===== src/rtl/drct_pkg.sv =====
// Shared constants, codes and types of the DMA region check table.
`timescale 1ns / 1ps
`default_nettype none
package drct_pkg;

   localparam int MAX_REGIONS    = 16;
   localparam int DMA_SPACE_BITS = 40;
   localparam int IDX_W          = (MAX_REGIONS > 1) ? $clog2(MAX_REGIONS) : 1;

   localparam int ACTION_W = 2;
   localparam int ADDR_W   = 52;
   localparam int LEN_W    = 41;
   localparam int STATUS_W = 3;
   localparam int APB_W    = 41;
   localparam int SYSB_W   = 40;
   localparam int LIMIT_W  = 41;

   // wide sums never wrap
   localparam int SUM_W = ADDR_W + 1;
   localparam int END_W = ((DMA_SPACE_BITS > LEN_W) ? DMA_SPACE_BITS : LEN_W) + 1;

   localparam int CSR_DATA_W  = 64;
   localparam int CSR_ADDR_W  = 6;
   localparam int CSR_IDX_LSB = 3;
   localparam int CSR_IDX_W   = CSR_ADDR_W - CSR_IDX_LSB;

   localparam logic [CSR_IDX_W-1:0] CSR_CARD_SIDE    = 3'd0;
   localparam logic [CSR_IDX_W-1:0] CSR_APERT_BASE   = 3'd1;
   localparam logic [CSR_IDX_W-1:0] CSR_APERT_BYTES  = 3'd2;
   localparam logic [CSR_IDX_W-1:0] CSR_SYSMEM_BASE  = 3'd3;
   localparam logic [CSR_IDX_W-1:0] CSR_SYSMEM_LIMIT = 3'd4;

   localparam logic [SYSB_W-1:0]  SYSMEM_BASE_RST  = SYSB_W'(1) << 39;
   localparam logic [LIMIT_W-1:0] SYSMEM_LIMIT_RST = LIMIT_W'(1) << 39;

   localparam logic [ACTION_W-1:0] ACT_REGISTER   = 2'd0;
   localparam logic [ACTION_W-1:0] ACT_DEREGISTER = 2'd1;
   localparam logic [ACTION_W-1:0] ACT_VERIFY     = 2'd2;
   localparam logic [ACTION_W-1:0] ACT_UNKNOWN    = 2'd3;

   typedef enum logic [STATUS_W-1:0] {
      ST_OK      = 3'd0,
      ST_RANGE   = 3'd1,
      ST_OVERLAP = 3'd2,
      ST_NOREG   = 3'd3,
      ST_FULL    = 3'd4
   } status_type;

   typedef enum logic [1:0] {
      CTL_IDLE,
      CTL_XLATE,
      CTL_SCAN,
      CTL_DONE
   } ctl_state_type;

   typedef struct packed {
      logic                card_side;
      logic [ADDR_W-1:0]   ap_base;
      logic [APB_W-1:0]    ap_bytes;
      logic [SYSB_W-1:0]   sys_base;
      logic [LIMIT_W-1:0]  sys_limit;
   } cfg_type;

   typedef struct packed {
      logic                valid;
      logic [ACTION_W-1:0] action;
      logic [ADDR_W-1:0]   addr;
      logic [LEN_W-1:0]    len;
   } req_type;

   typedef struct packed {
      logic                      valid;
      logic                      bad;
      logic [ACTION_W-1:0]       action;
      logic [DMA_SPACE_BITS-1:0] t;
      logic [END_W-1:0]          tend;
      logic                      host;
   } xl_type;

   typedef struct packed {
      logic [DMA_SPACE_BITS-1:0] t;
      logic [END_W-1:0]          tend;
   } qry_type;

   typedef struct packed {
      logic             valid;
      logic             overlap;
      logic             free_found;
      logic [IDX_W-1:0] free_idx;
      logic             cont_found;
      logic [IDX_W-1:0] cont_idx;
   } tok_type;

   typedef struct packed {
      logic                      en;
      logic                      set;
      logic [IDX_W-1:0]          idx;
      logic [DMA_SPACE_BITS-1:0] base;
      logic [END_W-1:0]          send;
   } slot_wr_type;

endpackage
`default_nettype wire


===== src/rtl/drct_cell.sv =====
// One region slot: holds a stored region and folds its checks into the passing token.
`timescale 1ns / 1ps
`default_nettype none
module drct_cell (
   input  wire logic                    clock,
   input  wire logic                    reset,
   input  wire logic [drct_pkg::IDX_W-1:0] cell_idx,
   input  wire drct_pkg::qry_type       qry,
   input  wire drct_pkg::tok_type       tok_prev,
   output drct_pkg::tok_type            tok_next,
   input  wire drct_pkg::slot_wr_type   wr
);
   import drct_pkg::*;

   logic                      valid_ff, valid_in;
   logic [DMA_SPACE_BITS-1:0] base_ff;
   logic [END_W-1:0]          send_ff;
   tok_type                   tok_ff, tok_in;
   logic                      ovl, cont, sel;

   always_comb begin
      ovl  = valid_ff && (END_W'(qry.t) < send_ff) && (END_W'(base_ff) < qry.tend);
      cont = valid_ff && (base_ff <= qry.t) && (send_ff >= qry.tend);

      tok_in            = tok_prev;
      tok_in.overlap    = tok_prev.overlap | ovl;
      // lowest free slot and lowest containing slot win
      tok_in.free_found = tok_prev.free_found | ~valid_ff;
      tok_in.free_idx   = tok_prev.free_found ? tok_prev.free_idx : cell_idx;
      tok_in.cont_found = tok_prev.cont_found | cont;
      tok_in.cont_idx   = tok_prev.cont_found ? tok_prev.cont_idx : cell_idx;

      sel      = wr.en && (wr.idx == cell_idx);
      valid_in = sel ? wr.set : valid_ff;
   end

   always_ff @(posedge clock) begin
      if (reset) begin
         valid_ff     <= 1'b0;
         tok_ff.valid <= 1'b0;
      end else begin
         valid_ff <= valid_in;
         tok_ff   <= tok_in;
      end
   end

   always_ff @(posedge clock) begin
      if (sel && wr.set) begin
         base_ff <= wr.base;
         send_ff <= wr.send;
      end
   end

   assign tok_next = tok_ff;

endmodule
`default_nettype wire


===== config.mk =====
export PLATFORM = sky130hd
export DESIGN_NAME = drct_cell
export DESIGN_NICKNAME = d
export VERILOG_FILES = /design/src/rtl/drct_pkg.sv /design/src/rtl/drct_cell.sv
export SDC_FILE = /design/constraint.sdc
export NUM_CORES = 1
export LEC_CHECK = 0
export BUFFER_PORTS_ARGS = -buffer_cell sky130_fd_sc_hd__buf_2
export CAP_MARGIN = 20
export CORE_MARGIN = 8
export CORE_UTILIZATION = 50
export DETAILED_ROUTE_END_ITERATION = 6
export GPL_ROUTABILITY_DRIVEN = 0
export GPL_TIMING_DRIVEN = 0
export PLACE_DENSITY = 0.77
export SLEW_MARGIN = 20
export SYNTH_ARGS = -nofsm -noshare
export SYNTH_HDL_FRONTEND = slang
export SYNTH_SLANG_ARGS = --single-unit

===== constraint.sdc =====
create_clock -name clock -period 12.25 [get_ports clock]
set_input_delay 2.45 -clock clock [delete_from_list [all_inputs] [get_ports clock]]
set_output_delay 2.45 -clock clock [all_outputs]
set_load 0.01 [all_outputs]

==> impl_metrics.toml <==
[yosys]
synth_cell_types = 47
yosysWarnings = 0
synth_edf_count = 93
async_flop_share_pct = 0
syn_avg_cell_area_um2 = 10.78
ys_seq_area_share_pct = 41.20
ys.flop_type = "edfxtp_1"
synthesis.nets = 986
syn_area_um2 = 6875
synth_cells = 638
ys_seq_elements = 95

[routing]
drt_wl_total_um = 18140
post_drt_wl_per_cell_um = 17.49
ant_nets = 0
drt-initial-drc-count = 194
dr.pass1.iters = 4
viasPerCell = 5.218
drcViolationCount = 0
vias = 5411

[critical_path]
crit_type = "in2reg"
crit-reg2reg-launch = "send_ff[1]$_DFFE_PP_"
startpoint_type = "input pin"
crit_required_ns = 12.32
path_cells = "buf_2 -> inv_1 -> ha_1 -> nor2b_1 -> o211ai_1 -> a21oi_1 -> a2111oi_0 -> a21oi_1 -> o31ai_1 -> a211oi_2"
worstSetupEndpointType = "flip-flop"
slowest_stage = "o31ai_1"
slowest_delay_ns = 0.52
crit_top_cell = "a21oi_1"
cp_max_fo = 2
crit_path_start = "qry[1]"
critical_path_arrival_ns = 4.47

[sta]
post-route-period-util_pct = 35.87
tightest_slew_ns = 0.6801
relSlewSlack_pct = 54.24
rsz0062_at_grt = "false"
timing.setup.tns_ns = 0
setup_violations = 0
fmax_mhz = 227.6
post-route-min-period_ns = 4.394
finalHoldViolCount = 0
skew_ns = 0.004649
maxSlewViolCount = 0

[power_and_ir_drop]
ir_worst_vdd_v = 0.00008688
p_int_w = 0.0005642
seqPwrFrac_pct = 48.7
clkPwrFrac_pct = 34.8
power_density_nw_per_um2 = 89.84
comb_power_share_pct = 16.5
power_leakage_nw = 4.287
switching_share_pct = 25.70
p_sw_w = 0.0001952

[final_layout]
finish.net_count = 1199
fin_util_pct = 61.86
fill_cells = 1142
drive_above_1_share_pct = 26.64
final_cell_mix = "buf_2, ha_1, inv_1"
area_delta_synth_final_pct = 22.95
layout_commonest_cell = "buf_2"

[grt]
grt_pass1_wl_um = 29040
grt_usage_pct = 20.67
antenna_found_initial = 5
grt_max_degree = 30
overflow = 0
grt_pass1_vias = 5884

[run_status]
status = "complete, no violations"

[clock_network]
cts_buffers = 9
cts_tree = "yes"
clockRootBuffer = "clkbuf_16"
cts.sinks = 95
post_cts_buffers = 0
ctsResizeCount = 0
cts_hold_buf = 0
clk_latency_ns = 0.35
htreeDepth = 3
cts.path.max_buffers = 2
clk_pin_slew_ns = 0.07

[die]
die_x_um = 133.3
core_um2 = 13670
ios = 200
dieArea_um2 = 17760
initial_core_util_pct = 50.31
die_y_um = 133.3
placementRows = 43

[hold_path]
hold_start = "valid_ff$_SDFFE_PP0P_"
hold_class = "reg2reg"

[placed_design]
post-dp-hpwl_um = 15660
portBuffers = 199

[job]
cap_violations = 0
[synth_stat cells (all sizes together), types with 4 or more instances]
cell      n  area (um^2)
o21ai    17        85.08
o211ai    4        35.03
nor3      6        41.29
inv     125        469.2
a21o     21        157.7
mux2      8        90.08
edfxtp   93         2793
a211oi   11        87.58
nand4    23        143.9
nand3    17        85.08
nand2    25        96.35
nor4      5        31.28
nor2b    10        62.56
ha      160         2002
nor2     20        75.07
a21oi    54        270.3
[sequential cells by signal (all words and copies together), names as in the netlist]
name	flops
send_ff	42
valid_ff	1
base_ff	40
tok_next	12
[kinds of logic after synthesis]
| logic type | count (synthesis) | share of synthesized area (%) |
|---|---|---|
| fa+ha+maj | 160 | 29.12 |
| compound gates | 131 | 12.25 |
| buf+inv | 125 | 6.824 |
| simple gates | 115 | 8.790 |
| flops | 95 | 41.20 |
| mux | 8 | 1.310 |
| xor+xnor | 4 | 0.5096 |
[final timing paths]
check / end / slack, ns / cells past startpoint
hold / removal: tok_next[9]$_DFFE_PN_ / 0.57 / 1
setup reg to reg: tok_next[4]$_DFFE_PN_ / 9.70 / 8
hold reg to reg: tok_next[9]$_DFFE_PN_ / 0.57 / 1
setup / recovery: tok_next[4]$_DFFE_PN_ / 7.86 / 10
[cell type report]
cell class / count / area [um^2] / share of cell area [%]
clock inverters: 7 / 46.29 / 0.5477
inverters: 125 / 469.2 / 5.551
multi-input cells: 418 / 3581 / 42.36
flip-flops and latches: 95 / 2833 / 33.51
well taps: 180 / 225.2 / 2.664
clock buffers: 9 / 225.2 / 2.664
repair buffers: 202 / 1071 / 12.67
diodes: 1 / 2.502 / 0.02960
[critical path: cells and delay by family]
| family | cells | cell delay (ns) |
|---|---|---|
| buf+inv | 2 | 0.13 |
| compound gates | 6 | 1.47 |
| simple gates | 1 | 0.13 |
| fa+ha+maj | 1 | 0.29 |
[per-stage QoR]
step	power [W]	std cells	cell area [um^2]	setup slack (ns)	hold WS (ns)
after detailed placement	0.0005019	1020	8179	7.509	0.5609
after CTS	0.0007688	1036	8451	7.860	0.5730
after global routing	0.0007959	1037	8453	7.751	0.5855
after global placement	0.0004971	1017	8097	3.560	0.5511
after floorplan	0.0004434	638	6875	5.395	0.4847
final	0.0007594	1037	8453	7.856	0.5724
[power by group through the flow]
stage	Combinational, W	Sequential, W	Clock [W]
2_1_floorplan	0.0000652	0.000378	0
3_3_place_gp	0.000119	0.000378	0
3_5_place_dp	0.000125	0.000377	0
4_1_cts	0.000126	0.000370	0.000273
5_1_grt	0.000143	0.000371	0.000282
6_report	0.000125	0.000370	0.000264
[routing by layer]
metal / track usage, % / up-vias / wire [um] / share of wire (%)
met5: 0 / - / 62 / 0.34
met2: 35.19 / 161 / 8812 / 49
li1: - / 2763 / - / -
met3: 7.643 / 26 / 1363 / 7.5
met1: 23.79 / 2453 / 7584 / 42
met4: 5.864 / 8 / 316 / 1.7
Power figures use the tool's default switching activity.
