[config.mk]
export PLATFORM = sky130hd
export DESIGN_NAME = drct_xlate
export DESIGN_NICKNAME = d
export VERILOG_FILES = /design/src/rtl/drct_pkg.sv /design/src/rtl/drct_xlate.sv
export SDC_FILE = /design/constraint.sdc
export NUM_CORES = 1
export LEC_CHECK = 0
export BUFFER_PORTS_ARGS = -buffer_cell sky130_fd_sc_hd__buf_2
export CAP_MARGIN = 20
export CORE_MARGIN = 2
export CORE_UTILIZATION = 26
export DETAILED_ROUTE_END_ITERATION = 8
export PLACE_DENSITY = 0.52
export SYNTH_ARGS = -nofsm -noshare
export SYNTH_HDL_FRONTEND = slang
export SYNTH_SLANG_ARGS = --single-unit
[constraint.sdc]
create_clock -name clock -period 4.1 [get_ports clock]
set_input_delay 1.025 -clock clock [delete_from_list [all_inputs] [get_ports clock]]
set_output_delay 1.025 -clock clock [all_outputs]
set_load 0.05 [all_outputs]
[src/rtl/drct_pkg.sv]
// Shared constants, codes and types of the DMA region check table.
`timescale 1ns / 1ps
`default_nettype none
package drct_pkg;

   localparam int MAX_REGIONS    = 16;
   localparam int DMA_SPACE_BITS = 40;
   localparam int IDX_W          = (MAX_REGIONS > 1) ? $clog2(MAX_REGIONS) : 1;

   localparam int ACTION_W = 2;
   localparam int ADDR_W   = 52;
   localparam int LEN_W    = 41;
   localparam int STATUS_W = 3;
   localparam int APB_W    = 41;
   localparam int SYSB_W   = 40;
   localparam int LIMIT_W  = 41;

   // wide sums never wrap
   localparam int SUM_W = ADDR_W + 1;
   localparam int END_W = ((DMA_SPACE_BITS > LEN_W) ? DMA_SPACE_BITS : LEN_W) + 1;

   localparam int CSR_DATA_W  = 64;
   localparam int CSR_ADDR_W  = 6;
   localparam int CSR_IDX_LSB = 3;
   localparam int CSR_IDX_W   = CSR_ADDR_W - CSR_IDX_LSB;

   localparam logic [CSR_IDX_W-1:0] CSR_CARD_SIDE    = 3'd0;
   localparam logic [CSR_IDX_W-1:0] CSR_APERT_BASE   = 3'd1;
   localparam logic [CSR_IDX_W-1:0] CSR_APERT_BYTES  = 3'd2;
   localparam logic [CSR_IDX_W-1:0] CSR_SYSMEM_BASE  = 3'd3;
   localparam logic [CSR_IDX_W-1:0] CSR_SYSMEM_LIMIT = 3'd4;

   localparam logic [SYSB_W-1:0]  SYSMEM_BASE_RST  = SYSB_W'(1) << 39;
   localparam logic [LIMIT_W-1:0] SYSMEM_LIMIT_RST = LIMIT_W'(1) << 39;

   localparam logic [ACTION_W-1:0] ACT_REGISTER   = 2'd0;
   localparam logic [ACTION_W-1:0] ACT_DEREGISTER = 2'd1;
   localparam logic [ACTION_W-1:0] ACT_VERIFY     = 2'd2;
   localparam logic [ACTION_W-1:0] ACT_UNKNOWN    = 2'd3;

   typedef enum logic [STATUS_W-1:0] {
      ST_OK      = 3'd0,
      ST_RANGE   = 3'd1,
      ST_OVERLAP = 3'd2,
      ST_NOREG   = 3'd3,
      ST_FULL    = 3'd4
   } status_type;

   typedef enum logic [1:0] {
      CTL_IDLE,
      CTL_XLATE,
      CTL_SCAN,
      CTL_DONE
   } ctl_state_type;

   typedef struct packed {
      logic                card_side;
      logic [ADDR_W-1:0]   ap_base;
      logic [APB_W-1:0]    ap_bytes;
      logic [SYSB_W-1:0]   sys_base;
      logic [LIMIT_W-1:0]  sys_limit;
   } cfg_type;

   typedef struct packed {
      logic                valid;
      logic [ACTION_W-1:0] action;
      logic [ADDR_W-1:0]   addr;
      logic [LEN_W-1:0]    len;
   } req_type;

   typedef struct packed {
      logic                      valid;
      logic                      bad;
      logic [ACTION_W-1:0]       action;
      logic [DMA_SPACE_BITS-1:0] t;
      logic [END_W-1:0]          tend;
      logic                      host;
   } xl_type;

   typedef struct packed {
      logic [DMA_SPACE_BITS-1:0] t;
      logic [END_W-1:0]          tend;
   } qry_type;

   typedef struct packed {
      logic             valid;
      logic             overlap;
      logic             free_found;
      logic [IDX_W-1:0] free_idx;
      logic             cont_found;
      logic [IDX_W-1:0] cont_idx;
   } tok_type;

   typedef struct packed {
      logic                      en;
      logic                      set;
      logic [IDX_W-1:0]          idx;
      logic [DMA_SPACE_BITS-1:0] base;
      logic [END_W-1:0]          send;
   } slot_wr_type;

endpackage
`default_nettype wire

[src/rtl/drct_xlate.sv]
// Three-stage translation of a request address into DMA space.
`timescale 1ns / 1ps
`default_nettype none
module drct_xlate (
   input  wire logic             clock,
   input  wire logic             reset,
   input  wire drct_pkg::cfg_type cfg,
   input  wire drct_pkg::req_type req_in,
   output drct_pkg::xl_type      x_out
);
   import drct_pkg::*;

   localparam logic [SUM_W-1:0] LIM = SUM_W'(1) << DMA_SPACE_BITS;

   // stage 1
   logic                s1_valid_ff;
   logic                s1_bad_ff, s1_bad_in;
   logic [ACTION_W-1:0] s1_action_ff;
   logic [ADDR_W-1:0]   s1_addr_ff;
   logic [LEN_W-1:0]    s1_len_ff;
   logic [SUM_W-1:0]    s1_end_ff, s1_end_in;
   logic [SUM_W-1:0]    s1_hi_ff, s1_hi_in;
   logic                s1_ap_ge_ff, s1_ap_ge_in;
   logic [ADDR_W-1:0]   s1_ap_off_ff, s1_ap_off_in;
   logic [SUM_W-1:0]    s1_sys_t_ff, s1_sys_t_in;
   logic [SUM_W-1:0]    ap_diff;

   // stage 2
   logic                      s2_valid_ff;
   logic                      s2_bad_ff, s2_bad_in;
   logic [ACTION_W-1:0]       s2_action_ff;
   logic [DMA_SPACE_BITS-1:0] s2_t_ff, s2_t_in;
   logic [LEN_W-1:0]          s2_len_ff;
   logic [SUM_W-1:0]          sel_t;
   logic                      in_ap, miss;

   // stage 3
   logic                      s3_valid_ff;
   logic                      s3_bad_ff;
   logic [ACTION_W-1:0]       s3_action_ff;
   logic [DMA_SPACE_BITS-1:0] s3_t_ff;
   logic [END_W-1:0]          s3_tend_ff, s3_tend_in;
   logic                      s3_host_ff, s3_host_in;

   always_comb begin
      s1_bad_in    = (req_in.action == ACT_UNKNOWN) || (req_in.len == '0);
      s1_end_in    = SUM_W'(req_in.addr) + SUM_W'(req_in.len);
      s1_hi_in     = SUM_W'(cfg.ap_base) + SUM_W'(cfg.ap_bytes);
      ap_diff      = SUM_W'(req_in.addr) - SUM_W'(cfg.ap_base);
      s1_ap_ge_in  = ~ap_diff[SUM_W-1];
      s1_ap_off_in = ap_diff[ADDR_W-1:0];
      s1_sys_t_in  = SUM_W'(req_in.addr) + SUM_W'(cfg.sys_base);
   end

   always_comb begin
      in_ap = s1_ap_ge_ff && (s1_end_ff <= s1_hi_ff);
      if (cfg.card_side) begin
         sel_t = SUM_W'(s1_addr_ff);
         miss  = s1_end_ff > LIM;
      end else if (in_ap) begin
         sel_t = SUM_W'(s1_ap_off_ff);
         miss  = 1'b0;
      end else begin
         sel_t = s1_sys_t_ff;
         miss  = !(s1_end_ff < SUM_W'(cfg.sys_limit));
      end
      // a translated address of zero counts as out of range
      s2_bad_in = s1_bad_ff || miss || (sel_t >= LIM) ||
                  (sel_t[DMA_SPACE_BITS-1:0] == '0);
      s2_t_in   = sel_t[DMA_SPACE_BITS-1:0];
   end

   always_comb begin
      s3_host_in = SUM_W'(s2_t_ff) > SUM_W'(cfg.sys_base);
      s3_tend_in = END_W'(s2_t_ff) + END_W'(s2_len_ff);
   end

   always_ff @(posedge clock) begin
      if (reset) begin
         s1_valid_ff <= 1'b0;
         s2_valid_ff <= 1'b0;
         s3_valid_ff <= 1'b0;
      end else begin
         s1_valid_ff <= req_in.valid;
         s2_valid_ff <= s1_valid_ff;
         s3_valid_ff <= s2_valid_ff;
      end
   end

   always_ff @(posedge clock) begin
      if (req_in.valid) begin
         s1_bad_ff    <= s1_bad_in;
         s1_action_ff <= req_in.action;
         s1_addr_ff   <= req_in.addr;
         s1_len_ff    <= req_in.len;
         s1_end_ff    <= s1_end_in;
         s1_hi_ff     <= s1_hi_in;
         s1_ap_ge_ff  <= s1_ap_ge_in;
         s1_ap_off_ff <= s1_ap_off_in;
         s1_sys_t_ff  <= s1_sys_t_in;
      end
      if (s1_valid_ff) begin
         s2_bad_ff    <= s2_bad_in;
         s2_action_ff <= s1_action_ff;
         s2_t_ff      <= s2_t_in;
         s2_len_ff    <= s1_len_ff;
      end
      if (s2_valid_ff) begin
         s3_bad_ff    <= s2_bad_ff;
         s3_action_ff <= s2_action_ff;
         s3_t_ff      <= s2_t_ff;
         s3_tend_ff   <= s3_tend_in;
         s3_host_ff   <= s3_host_in;
      end
   end

   always_comb begin
      x_out.valid  = s3_valid_ff;
      x_out.bad    = s3_bad_ff;
      x_out.action = s3_action_ff;
      x_out.t      = s3_t_ff;
      x_out.tend   = s3_tend_ff;
      x_out.host   = s3_host_ff;
   end

endmodule
`default_nettype wire

==> results.json <==
{
  "status": "finished clean",
  "fin_ws_ps": 124,
  "ir_worst_vdd_uv": 312,
  "worstPathRequired_ps": 4590,
  "cts-htree-levels": 2,
  "detail-route-antenna-nets": 0,
  "yosys.area.top_type": "edfxtp_1",
  "finalPower_mw": 15.7,
  "slew_violations": 0,
  "synth_area_leaders": "edfxtp_1 47%, ha_1 14%, xnor2_1 4.1%",
  "fin_cells": 5139,
  "whs_endpoint": "s2_len_ff[7]",
  "root_buffer": "clkbuf_16",
  "vias": 24100,
  "syn_area_per_cell_um2": 10.9,
  "r2r_slack_ps": 120,
  "grt_pass1_wl_um": 151000,
  "io_buffers": 359,
  "skew_ps": 20.8,
  "arrival_ps": 4460,
  "synth-async-reset-ratio_pct": 0,
  "clk_latency_ps": 650,
  "min_path_type": "flip-flop to flip-flop",
  "stdcell_area_um2": 39000,
  "start_util_pct": 26.2,
  "drive_above_1_share_pct": 24.3,
  "cts_buffer_depth": 3,
  "ys_ff_latch": 481,
  "setup_viol": 0,
  "hold_depth": 0,
  "coreArea_um2": 116000,
  "rr_endpoint": "s2_bad_ff",
  "ios": 360,
  "hold_violations": 0,
  "path_max_fanout": 18,
  "multi_input_area_um2": 15100,
  "ys_warn_count": 0,
  "numCtsBuffers": 55,
  "dieArea_um2": 120000,
  "seq_area_um2": 14400,
  "slew_headroom_pct": 47.1,
  "worst_slew_pin_slew_ps": 786,
  "gp_congestion": 0.893,
  "antenna_found_initial": 61,
  "netlist-cell-type-count": 89,
  "grt_pass1_vias": 24400,
  "dieHeight_um": 346,
  "period_minus_slack_ps": 3980,
  "syn_to_final_growth_pct": 27.7,
  "cts_sinks": 481,
  "place_inst": 5013,
  "utilization_pct": 33.5,
  "max_cap_viol_count": 0,
  "yosysMostFrequentCell": "edfxtp_1",
  "seq_area_frac_synth_pct": 47.3,
  "cts_tree": "built",
  "place.detailed.hpwl_um": 86200,
  "clock.fmax_mhz": 251,
  "routedWlPerCell_um": 20.2,
  "routed_wl_um": 104000,
  "fin_nets": 4173,
  "power_leakage_nw": 17.1,
  "track_usage_pct": 17.0,
  "hp-start": "s1_len_ff[7]",
  "grt_max_degree": 82,
  "placed_area_um2": 36900,
  "crit-reg2reg-launch": "s1_end_ff[6]",
  "post-route-period-util_pct": 97.0,
  "viasPerCell": 4.70,
  "drt_iter0_drc": 1605,
  "yosys-top-cells-count": "478 x edfxtp_1, 347 x ha_1, 252 x inv_1",
  "grt_overflow_total": 0,
  "firstDrtPassIters": 5,
  "syn_area_um2": 30500,
  "critPathLaunchType": "flip-flop",
  "synth_top_area_share_pct": 47.1,
  "rsz0062_at_grt": "yes",
  "synth-edff-count": 478,
  "synth_flop_cell": "edfxtp_1",
  "worst-r2r-cell-count": 16,
  "path_clk_slew_ps": 70,
  "endpoint_kind": "flip-flop",
  "drc_errors": 0,
  "fillers": 11900,
  "num_rows": 125,
  "crit_type": "flip-flop to flip-flop",
  "power_density_nw_per_um2": 402,
  "dieWidth_um": 346,
  "synth_nets": 3423,
  "postSynthCellCount": 2798,
  "place_ws_ps": -500
}
[registers in the layout, summed over array words and instances (netlist names)]
signal        cells
s1_hi_ff         53
s1_valid_ff       1
s2_len_ff        41
s2_bad_ff         1
s1_end_ff        53
s1_action_ff      2
s1_bad_ff         1
s3_host_ff        1
s3_action_ff      2
s3_t_ff          40
s2_action_ff      2
s1_ap_off_ff     52
s2_valid_ff       1
s2_t_ff          40
s3_bad_ff         1
s3_tend_ff       42
s1_sys_t_ff      53
s1_ap_ge_ff       1
s1_addr_ff       52
s1_len_ff        41
s3_valid_ff       1
[critical path: stages (launching register included)]
cell      delay, ps
edfxtp_1        420
ha_1            320
a211o_1         130
o211ai_1        120
a31o_2          270
o211ai_1        430
a211oi_2        170
buf_12          170
nor2_4          120
buf_12          180
buf_4           170
mux2_2          350
a211o_1         330
nor4_4          180
buf_4           150
nand4_1         100
o211ai_2        170
[logic make-up (layout without fill, tap and decap cells)]
kind of cell | Yosys count | count (layout) | share of synthesized area [%]
AND/OR/NAND/NOR | 675 | 675 | 11.1
buffers and inverters | 285 | 1081 | 3.59
multiplexers | 32 | 32 | 1.06
flip-flops | 481 | 481 | 47.3
XOR/XNOR | 207 | 207 | 5.94
adder cells (fa/ha/maj) | 352 | 352 | 14.6
AO/OA/AOI/OAI | 766 | 766 | 16.4
other | 0 | 21 | 0
[metal layers]
layer	track usage, %	routed length [µm]
met5	0	318
met4	8.31	5080
met3	3.76	6200
met2	26.5	45900
met1	22.1	46500
[report_power, final]
group / leakage, nW / internal [mW] / switching [mW] / total (mW)
registers: 4.63 / 6.10 / 0.247 / 6.35
clock network: 0.919 / 3.02 / 2.22 / 5.25
logic: 11.5 / 1.80 / 2.26 / 4.06
total: 17.1 / 10.9 / 4.73 / 15.7
[worst max-delay path by stage]
stage | cells past startpoint | startpoint | slack, ps | to
after CTS | 15 | s1_end_ff[6] | 0.4 | s2_bad_ff
final | 16 | s1_end_ff[6] | 120 | s2_bad_ff
after global placement | 15 | cfg[122] | -490 | s1_hi_ff[52]
after global routing | 15 | s1_end_ff[6] | -30 | s2_bad_ff
after detailed placement | 15 | cfg[122] | -500 | s1_hi_ff[52]
after floorplan | 13 | req_in[0] | 70 | s1_end_ff[46]
[layout by cell type (no fill, tap or decap), types with 12 or more instances in the layout]
master	n
and2_1	13
o21a_1	46
nand2b_1	48
nor2_1	163
o31ai_1	15
buf_2	358
and3_1	25
nor2b_1	34
a21oi_1	214
edfxtp_1	478
nor4_1	40
buf_4	359
a21boi_0	16
xor2_1	63
nand2_1	151
nor3_1	36
nand3_1	71
o21bai_1	19
o211ai_1	12
a211oi_1	19
clkbuf_16	55
a31oi_1	29
a21o_1	137
diode_2	21
inv_1	252
o21ai_0	153
xnor2_1	144
nand4_1	42
ha_1	347
mux2i_1	30
[cell type report]
class,count,area share (%)
multi-input combinational,2032,38.7
sequential,481,37.0
timing repair buffer,725,11.9
tap,1524,4.90
clock buffer,64,3.65
inverter,253,2.44
clock inverter,39,1.23
antenna,21,0.135
[through the flow]
step	hold WS, ps	setup TNS [ps]
6_report	409	0
5_1_grt	410	-34.8
4_1_cts	410	0
3_5_place_dp	405	-14340
3_3_place_gp	400	-13460
2_1_floorplan	400	0
[what timing repair did]
action | CTS | global route
pin swaps | 3 | 3
gates resized for setup | 6 | 8
hold buffers | 0 | 0
setup buffers | 0 | 2
setup endpoints to repair | 1 | 3
gates cloned | 0 | 0
Note: power is estimated with default switching activity, not from simulation.
